`src/rtl/core/xmiu_pkg.sv`:
```
// shared types and constants of the x86 miscellaneous instruction unit
`default_nettype none

package xmiu_pkg;

    // opcode of one instruction item; codes 14 and 15 behave as nop
    typedef enum logic [3:0] {
        OP_CDQ   = 4'd0,
        OP_CWD   = 4'd1,
        OP_CWDE  = 4'd2,
        OP_BSWAP = 4'd3,
        OP_LAHF  = 4'd4,
        OP_STD   = 4'd5,
        OP_CLD   = 4'd6,
        OP_STC   = 4'd7,
        OP_CLC   = 4'd8,
        OP_AAA   = 4'd9,
        OP_AAS   = 4'd10,
        OP_AAM   = 4'd11,
        OP_AAD   = 4'd12,
        OP_NOP   = 4'd13
    } op_t;

    // stream widths
    localparam int OP_W        = 4;
    localparam int IN_TDATA_W  = 104;
    localparam int OUT_TDATA_W = 104;

    // bcd helpers: divide by ten as multiply by 205 and shift by 11, exact for 8 bits
    localparam logic [7:0] BCD_BASE       = 8'h0A;
    localparam logic [7:0] BCD_RECIP      = 8'd205;
    localparam int         BCD_RECIP_SHFT = 11;
    localparam logic [3:0] BCD_MAX_DIGIT  = 4'd9;
    localparam logic [7:0] BCD_ADJ        = 8'd6;

    // one instruction item
    typedef struct packed {
        op_t         op;
        logic [31:0] eax;
        logic [31:0] edx;
        logic [31:0] opd;
        logic        cf;
        logic        af;
        logic        pf;
        logic        zf;
        logic        sf;
        logic        df;
    } in_item_t;

    // one result item
    typedef struct packed {
        logic [31:0] eax;
        logic [31:0] edx;
        logic [31:0] opd;
        logic        cf;
        logic        af;
        logic        pf;
        logic        zf;
        logic        sf;
        logic        df;
    } res_item_t;

endpackage

`default_nettype wire

```
`src/rtl/core/xmiu_exec.sv`:
```
// combinational execute logic for one instruction item
`default_nettype none

module xmiu_exec (
    input  xmiu_pkg::in_item_t  item_i,
    output xmiu_pkg::res_item_t res_o
);
    import xmiu_pkg::*;

    logic [7:0]  al;
    logic [7:0]  ah;
    logic [15:0] div_prod;
    logic [7:0]  aam_q;
    logic [7:0]  aam_r;
    logic [7:0]  aad_al;
    logic [7:0]  bcd_al;
    logic        bcd_adj;
    logic [7:0]  lahf_ah;

    // operand bytes and helper results
    always_comb begin
        al       = item_i.eax[7:0];
        ah       = item_i.eax[15:8];
        // al / 10 by reciprocal, remainder by back multiply
        div_prod = {8'h00, al} * {8'h00, BCD_RECIP};
        aam_q    = {3'b000, div_prod[15:BCD_RECIP_SHFT]};
        aam_r    = al - ((aam_q << 3) + (aam_q << 1));
        aad_al   = (ah << 3) + (ah << 1) + al;
        bcd_al   = (item_i.op == OP_AAM) ? aam_r : aad_al;
        bcd_adj  = (al[3:0] > BCD_MAX_DIGIT) || item_i.af;
        lahf_ah  = {item_i.sf, item_i.zf, 1'b0, item_i.af, 1'b0, item_i.pf, 1'b1, item_i.cf};
    end

    // per-opcode result
    always_comb begin
        res_o.eax = item_i.eax;
        res_o.edx = item_i.edx;
        res_o.opd = item_i.opd;
        res_o.cf  = item_i.cf;
        res_o.af  = item_i.af;
        res_o.pf  = item_i.pf;
        res_o.zf  = item_i.zf;
        res_o.sf  = item_i.sf;
        res_o.df  = item_i.df;
        unique case (item_i.op)
            OP_CDQ: begin
                res_o.edx = {32{item_i.eax[31]}};
            end
            OP_CWD: begin
                res_o.edx[15:0] = {16{item_i.eax[15]}};
            end
            OP_CWDE: begin
                res_o.eax[31:16] = {16{item_i.eax[15]}};
            end
            OP_BSWAP: begin
                res_o.opd = {item_i.opd[7:0], item_i.opd[15:8],
                             item_i.opd[23:16], item_i.opd[31:24]};
            end
            OP_LAHF: begin
                res_o.eax[15:8] = lahf_ah;
            end
            OP_STD: res_o.df = 1'b1;
            OP_CLD: res_o.df = 1'b0;
            OP_STC: res_o.cf = 1'b1;
            OP_CLC: res_o.cf = 1'b0;
            OP_AAA, OP_AAS: begin
                if (bcd_adj) begin
                    if (item_i.op == OP_AAA) begin
                        res_o.eax[7:0]  = {4'h0, al[3:0] + BCD_ADJ[3:0]};
                        res_o.eax[15:8] = ah + 8'd1;
                    end else begin
                        res_o.eax[7:0]  = {4'h0, al[3:0] - BCD_ADJ[3:0]};
                        res_o.eax[15:8] = ah - 8'd1;
                    end
                end else begin
                    res_o.eax[7:0] = {4'h0, al[3:0]};
                end
                res_o.af = bcd_adj;
                res_o.cf = bcd_adj;
                res_o.sf = 1'b0;
                res_o.zf = 1'b0;
                res_o.pf = 1'b0;
            end
            OP_AAM, OP_AAD: begin
                res_o.eax[7:0]  = bcd_al;
                res_o.eax[15:8] = (item_i.op == OP_AAM) ? aam_q : 8'h00;
                res_o.sf = bcd_al[7];
                res_o.zf = (bcd_al == 8'h00);
                res_o.pf = ~^bcd_al;
                res_o.af = 1'b0;
                res_o.cf = 1'b0;
            end
            default: begin
                // nop and unused codes pass everything through
            end
        endcase
    end

endmodule

`default_nettype wire

```
`src/rtl/core/x86_misc_instruction_unit.sv`:
```
// top level of the x86 miscellaneous instruction unit: input and result registers
//
// channel  dir  handshake          payload
// s_       in   s_tvalid/s_tready  s_tuser = opcode, s_tdata = registers and flags
// m_       out  m_tvalid/m_tready  m_tdata = registers and flags after the instruction
//
// one item per cycle sustained unless the output stalls; an accepted item passes the
// input register and execute logic, and m_tvalid rises once it is in the result register
// aresetn clears only the two stage valid bits
// a stalled result holds in the result register while the input register still
// takes one more item; s_tready drops only when both stages are full
`default_nettype none

module x86_misc_instruction_unit (
    input  wire logic                             aclk,
    input  wire logic                             aresetn,
    // input items
    input  wire logic                             s_tvalid,
    output logic                                  s_tready,
    // eax[31:0], edx[63:32], operand[95:64], carry 96, aux 97, parity 98,
    // zero 99, sign 100, direction 101, zero fill 103:102
    input  wire logic [xmiu_pkg::IN_TDATA_W-1:0]  s_tdata,
    // req_type[3:0]
    input  wire logic [xmiu_pkg::OP_W-1:0]        s_tuser,
    // result items
    output logic                                  m_tvalid,
    input  wire logic                             m_tready,
    // eax[31:0], edx[63:32], operand[95:64], carry 96, aux 97, parity 98,
    // zero 99, sign 100, direction 101, zero fill 103:102
    output logic [xmiu_pkg::OUT_TDATA_W-1:0]      m_tdata
);
    import xmiu_pkg::*;

    in_item_t  in_next;
    in_item_t  in_reg;
    logic      in_valid_reg;
    res_item_t res_next;
    res_item_t res_reg;
    logic      out_valid_reg;
    logic      out_ready;

    // unpack the input item
    always_comb begin
        in_next.op  = op_t'(s_tuser);
        in_next.eax = s_tdata[31:0];
        in_next.edx = s_tdata[63:32];
        in_next.opd = s_tdata[95:64];
        in_next.cf  = s_tdata[96];
        in_next.af  = s_tdata[97];
        in_next.pf  = s_tdata[98];
        in_next.zf  = s_tdata[99];
        in_next.sf  = s_tdata[100];
        in_next.df  = s_tdata[101];
    end

    // stage flow control
    assign out_ready = !out_valid_reg || m_tready;
    assign s_tready  = !in_valid_reg || out_ready;

    // input register
    always_ff @(posedge aclk) begin
        if (!aresetn) begin
            in_valid_reg <= 1'b0;
        end else if (s_tready) begin
            in_valid_reg <= s_tvalid;
        end
    end

    always_ff @(posedge aclk) begin
        if (s_tready && s_tvalid) begin
            in_reg <= in_next;
        end
    end

    // execute logic
    xmiu_exec u_exec (
        .item_i (in_reg),
        .res_o  (res_next)
    );

    // result register
    always_ff @(posedge aclk) begin
        if (!aresetn) begin
            out_valid_reg <= 1'b0;
        end else if (out_ready) begin
            out_valid_reg <= in_valid_reg;
        end
    end

    always_ff @(posedge aclk) begin
        if (out_ready && in_valid_reg) begin
            res_reg <= res_next;
        end
    end

    // pack the result item
    assign m_tvalid = out_valid_reg;
    assign m_tdata  = {2'b00, res_reg.df, res_reg.sf, res_reg.zf, res_reg.pf,
                       res_reg.af, res_reg.cf, res_reg.opd, res_reg.edx, res_reg.eax};

endmodule

`default_nettype wire
```
`config.mk`:
```
export PLATFORM = sky130hd
export DESIGN_NAME = x86_misc_instruction_unit
export DESIGN_NICKNAME = d
export VERILOG_FILES = /design/src/rtl/core/xmiu_pkg.sv /design/src/rtl/core/xmiu_exec.sv /design/src/rtl/core/x86_misc_instruction_unit.sv
export SDC_FILE = /design/constraint.sdc
export NUM_CORES = 1
export LEC_CHECK = 0
export BUFFER_PORTS_ARGS = -buffer_cell sky130_fd_sc_hd__buf_2
export CORE_AREA = 2 2 208 108
export DETAILED_ROUTE_END_ITERATION = 10
export DIE_AREA = 0 0 210 110
export PLACE_DENSITY = 0.71
export SLEW_MARGIN = 20
export SYNTH_ARGS = -nofsm -noshare
export SYNTH_HDL_FRONTEND = slang
export SYNTH_HIERARCHICAL = 1
export SYNTH_SLANG_ARGS = --single-unit
```
`constraint.sdc`:
```
create_clock -name aclk -period 21.8 [get_ports aclk]
set_input_delay 0 -clock aclk [delete_from_list [all_inputs] [get_ports aclk]]
set_output_delay 0 -clock aclk [all_outputs]
set_load 0.05 [all_outputs]
```
Word-level counts from Yosys, hierarchy flattened
Index checks and enable logic that the tools add are counted.
{"block": "word_totals", "ff_bits": 210, "output_inout_bits": 106, "wordCells": 70}
{"block": "op_classes", "n_mul": 1, "reduce_logical": 13, "muxes": 14, "eq_ne": 12, "n_lt_le_gt_ge": 1, "add_sub_neg": 8}
{"cell": "$mux W16", "n": 3}
{"cell": "$mux W32", "n": 1}
{"cell": "$pmux W16 S2", "n": 1}
{"cell": "$mux W8", "n": 3}
{"cell": "$pmux W8 S3", "n": 1}
{"cell": "$eq A4 B4 Y1 const B", "n": 5}
{"cell": "$add A8 B8 Y8", "n": 2}
{"cell": "$eq A4 B3 Y1 const B", "n": 4}
{"cell": "$mul A8 B8 Y16 const B", "n": 1}
{"cell": "$pmux W8 S2", "n": 1}
{"cell": "$add A8 B1 Y8 const B", "n": 1}
{"cell": "$add A8 B6 Y8", "n": 1}
{"cell": "$eq A4 B2 Y1 const B", "n": 2}
{"cell": "$logic_not A8 Y1", "n": 1}
{"cell": "$pmux W4 S2", "n": 1}
{"cell": "$reduce_xnor A8 Y1", "n": 1}
{"cell": "$sub A8 B1 Y8 const B", "n": 1}
{"cell": "$sub A8 B8 Y8", "n": 1}
{"cell": "$mux W5", "n": 1}
{"cell": "$add A4 B3 Y4 const B", "n": 1}
{"cell": "$eq A4 B1 Y1 const B", "n": 1}
{"cell": "$gt A4 B4 Y1 const B", "n": 1}
{"cell": "$logic_not A4 Y1", "n": 1}
{"cell": "$reduce_or A2 Y1", "n": 2}
{"cell": "other kinds (7)", "n": 11}

Logic depth before layout (Yosys ltp)
{"block": "depth", "depth_word": 6, "mapped_depth": 28}

By module
The synthesis kept the hierarchy.
{"mod": "x86_misc_instruction_unit", "cells_per_inst": 220, "instances": 1, "area_each_um2": 6368.6}
{"mod": "xmiu_exec", "cells_per_inst": 489, "instances": 1, "area_each_um2": 3667.3}

Least setup slack after synthesis
No wires, ideal clock.
{"block": "synth_path", "path_kind": "register -> register", "startpoint": "reg in_reg[71] (netlist name)", "endpoint": "reg res_reg, in the netlist m_tdata[98] (data pin)", "period_less_slack_ps": 6835, "path_buffers": 0, "arrival_ps": 6566, "t_required_ps": 21532, "path_slack_ps": 14965, "path_stages_with_launch": 27, "setup_ps": 268, "path_cell_list": "edfxtp_1 > ha_1 > xor2_1 > ha_1 > fa_1 > inv_1 > fa_1 > inv_1 > ha_1 > a2111o_1 > o31a_1 > a21o_1 > a21oi_2 > xor2_2 > fa_1 > ha_1 > a21o_1 > a21o_2 > a21oi_1 > mux2i_1 > nor3_1 > mux2i_1 > nor2b_1 > ha_1 > xnor2_1 > xnor2_1 > o21ai_0"}
{"element": "start, declared", "line_no": "x86_misc_instruction_unit.sv:35", "text": "in_item_t in_reg;"}
{"element": "start signal, assigned", "line_no": "x86_misc_instruction_unit.sv:71", "text": "in_reg <= in_next;"}
{"element": "end signal, assigned", "line_no": "x86_misc_instruction_unit.sv:92", "text": "res_reg <= res_next;"}
{"element": "end, declared", "line_no": "x86_misc_instruction_unit.sv:38", "text": "res_item_t res_reg;"}

==> impl_metrics.csv <==
group,metric,value,unit
clock_network,cts_max_level,1,
placement,gp_congestion,0.926,
timing,setup_violations,0,
clock_network,cts_buffers,20,
worst_setup_path,reg2reg_from,"in_reg[76]$_DFFE_PP_",
worst_setup_path,cp_max_fo,6,
timing,fin_tns_setup,0,ns
worst_setup_path,start_kind,"flop",
layout,drive_above_1_share,27.9,%
layout,utilization,61.9,%
timing,drv_slew,0,
worst_hold_path,hp-start,"s_tdata[26]",
layout,layout_common_cells,"buf_2 (213), edfxtp_1 (208), dlygate4sd3_1 (110)",
routing,routed_via_density,5.20,
worst_setup_path,cp-end-kind,"flop",
placement,hpwl,17800,µm
layout,area_growth,31.1,%
placement,placed_cells,1185,
worst_setup_path,critical_path_arrival,7.92,ns
worst_setup_path,timing.rr.end,"m_tdata[98]$_DFFE_PP_",
timing,fin_crit_sh,35.4,%
timing,holdWs,0.207,ns
synth,ys_ff_latch,210,
routing,wl,25600,µm
grt,gr-total-overflow,0,
grt,antenna_found_initial,0,
worst_setup_path,crit_type,"reg -> reg",
clock_network,cts_buffer_depth,3,
job,cap_violations,0,
layout,fin_nets,1242,
worst_hold_path,worst_hold_path.endpoint,"in_reg[96]$_DFFE_PP_",
power,p_comb_share,32.0,%
synth,ys_warn_count,6,
floorplan,die_w,210,µm
clock_network,cts_setup_buffers,0,
placement,placed_area,11400,µm²
routing,drc,0,
grt,grt_util_all_layers,21.4,%
routing,drtIter0Drc,621,
worst_hold_path,holdCritPathClass,"in -> reg",
synth,synth_area_per_cell,14.2,µm²
routing,wl_per_cell,19.2,µm
clock_network,path_clk_slew,0.07,ns
synth,syn-cell-area,10000,µm²
clock_network,cts_resized,0,
synth,synth_cells,709,
outcome,status,"completed",
power,cellPowerDensity,91.8,nW/µm²
timing,fmax,130,MHz
layout,fin_area,13200,µm²
layout,largest_reg_flops,106,
layout,n_antenna_cell,0,
worst_setup_path,required,22.00,ns
synth,synthArstFlopShare,0,%
routing,first_pass_iters,5,
layout,layout_commonest_cell,"buf_2",
floorplan,rows,38,
grt,grt_pass1_vias,6447,
power,ir_drop,0.0000577,V
timing,worst_slack,14.08,ns
worst_setup_path,rr_worst_depth,25,
synth,synth_flop_cell,"edfxtp_1",
layout,instances_no_fill,1332,
floorplan,io-pin-count,218,
power,clkPwrFrac,27.9,%
timing,slew_headroom,34.4,%
placement,port_buffers,213,
power,switching_share,32.1,%
floorplan,die_area,23100,µm²
grt,grt_max_degree,76,
timing,rsz0062_at_grt,"no",
floorplan,start_util,47.2,%
timing,fin_skew,0.0153,ns
floorplan,core-area,21300,µm²
worst_setup_path,r2r_setup_slack,14.08,ns
routing,antenna_left,0,
worst_hold_path,hold_depth,2,
clock_network,cts_hold_buf,110,
power,total_power,1.21,mW
timing,finalHoldViolCount,0,
synth,ys_seq_area_share,62.6,%
synth,synth-edff-count,208,
power,cellInternalPower,0.820,mW
synth,synth.distinct_cells,59,
power,p_leak,5.64,nW
floorplan,dieHeight,110,µm
grt,grt_pass1_wl,36900,µm
clock_network,root_buffer,"clkbuf_16",
clock_network,clock_latency,0.50,ns
placement,post-place-ws,14.17,ns
clock_network,cts_tree,"done",
clock_network,clkSinkCount,210,
power,seqPwrFrac,40.1,%
routing,vias,6933,
timing,worstMarginPinSlew,0.984,ns
power,switchingPower,0.388,mW
timing,fin_crit,7.72,ns
Yosys cell counts (12+ instances only):
cell | count | area [µm²]
a21o_1 | 28 | 210
a21oi_1 | 20 | 100
clkbuf_1 | 15 | 56.3
edfxtp_1 | 208 | 6250
fa_1 | 19 | 380
ha_1 | 73 | 913
inv_1 | 53 | 199
mux2_2 | 32 | 360
nand2_1 | 55 | 206
nand3_1 | 12 | 60.1
nor2_1 | 25 | 93.8
o21ai_0 | 51 | 255
xnor2_1 | 19 | 166
logic make-up after synthesis:
| kind of cell | share of synthesized area, % |
|---|---|
| DFF | 62.6 |
| AOI/OAI and AO/OA | 8.94 |
| and+or+nand+nor | 5.92 |
| adders and majority gates | 12.9 |
| buffers and inverters | 2.98 |
| muxes | 3.99 |
| xor gates and xnor gates | 2.61 |
| other | 0.0374 |
power by group through the flow:
stage,logic (mW),registers [mW],clock network (mW)
floorplan,0.239,0.527,0
global placement,0.351,0.492,0
detailed placement,0.360,0.493,0
CTS,0.378,0.485,0.344
global route,0.421,0.487,0.362
finish,0.386,0.485,0.337
layout make-up:
type	instances	area (µm²)
well taps	280	350
repair buffers	329	2220
clock buffers	29	556
fillers	1598	8090
multi-input cells	424	3480
flip-flops and latches	210	6290
inverters	53	199
clock inverters	7	66.3
layer usage:
| layer | vias to the layer above | wire length [µm] | global-route usage, % |
|---|---|---|---|
| met5 | - | 0 | 0 |
| met4 | 0 | 334 | 3.85 |
| met3 | 24 | 2050 | 5.64 |
| met2 | 288 | 11000 | 31.7 |
| met1 | 3352 | 12200 | 32.2 |
| li1 | 3269 | - | - |
critical path, cell delays in order, from the launching register on:
cell and delay, ns:
edfxtp_1 0.64, inv_1 0.19, ha_1 0.37, fa_1 0.55, inv_1 0.06, fa_1 0.47
ha_1 0.31, ha_1 0.30, a2111o_1 0.52, o31a_1 0.33, a21o_1 0.23, a21oi_2 0.18
xor2_2 0.22, fa_1 0.45, ha_1 0.36, a21o_1 0.21, a21o_2 0.20, a21oi_1 0.23
mux2i_1 0.11, nor3_1 0.20, mux2i_1 0.39, nor2b_1 0.19, ha_1 0.25, xnor2_1 0.21
xnor2_1 0.13, o21ai_0 0.10
worst max path at each step:
stage | start | slack [ns] | cells past startpoint | end
6_report | in_reg[76]$_DFFE_PP_ | 14.08 | 25 | m_tdata[98]$_DFFE_PP_
5_1_grt | in_reg[76]$_DFFE_PP_ | 13.70 | 25 | m_tdata[98]$_DFFE_PP_
4_1_cts | in_reg[76]$_DFFE_PP_ | 14.15 | 25 | m_tdata[98]$_DFFE_PP_
3_5_place_dp | in_reg[71]$_DFFE_PP_ | 14.17 | 27 | m_tdata[98]$_DFFE_PP_
3_3_place_gp | in_reg[76]$_DFFE_PP_ | 14.25 | 25 | m_tdata[98]$_DFFE_PP_
2_1_floorplan | in_reg[71]$_DFFE_PP_ | 14.97 | 26 | m_tdata[98]$_DFFE_PP_
Power figures use the tool's default switching activity.
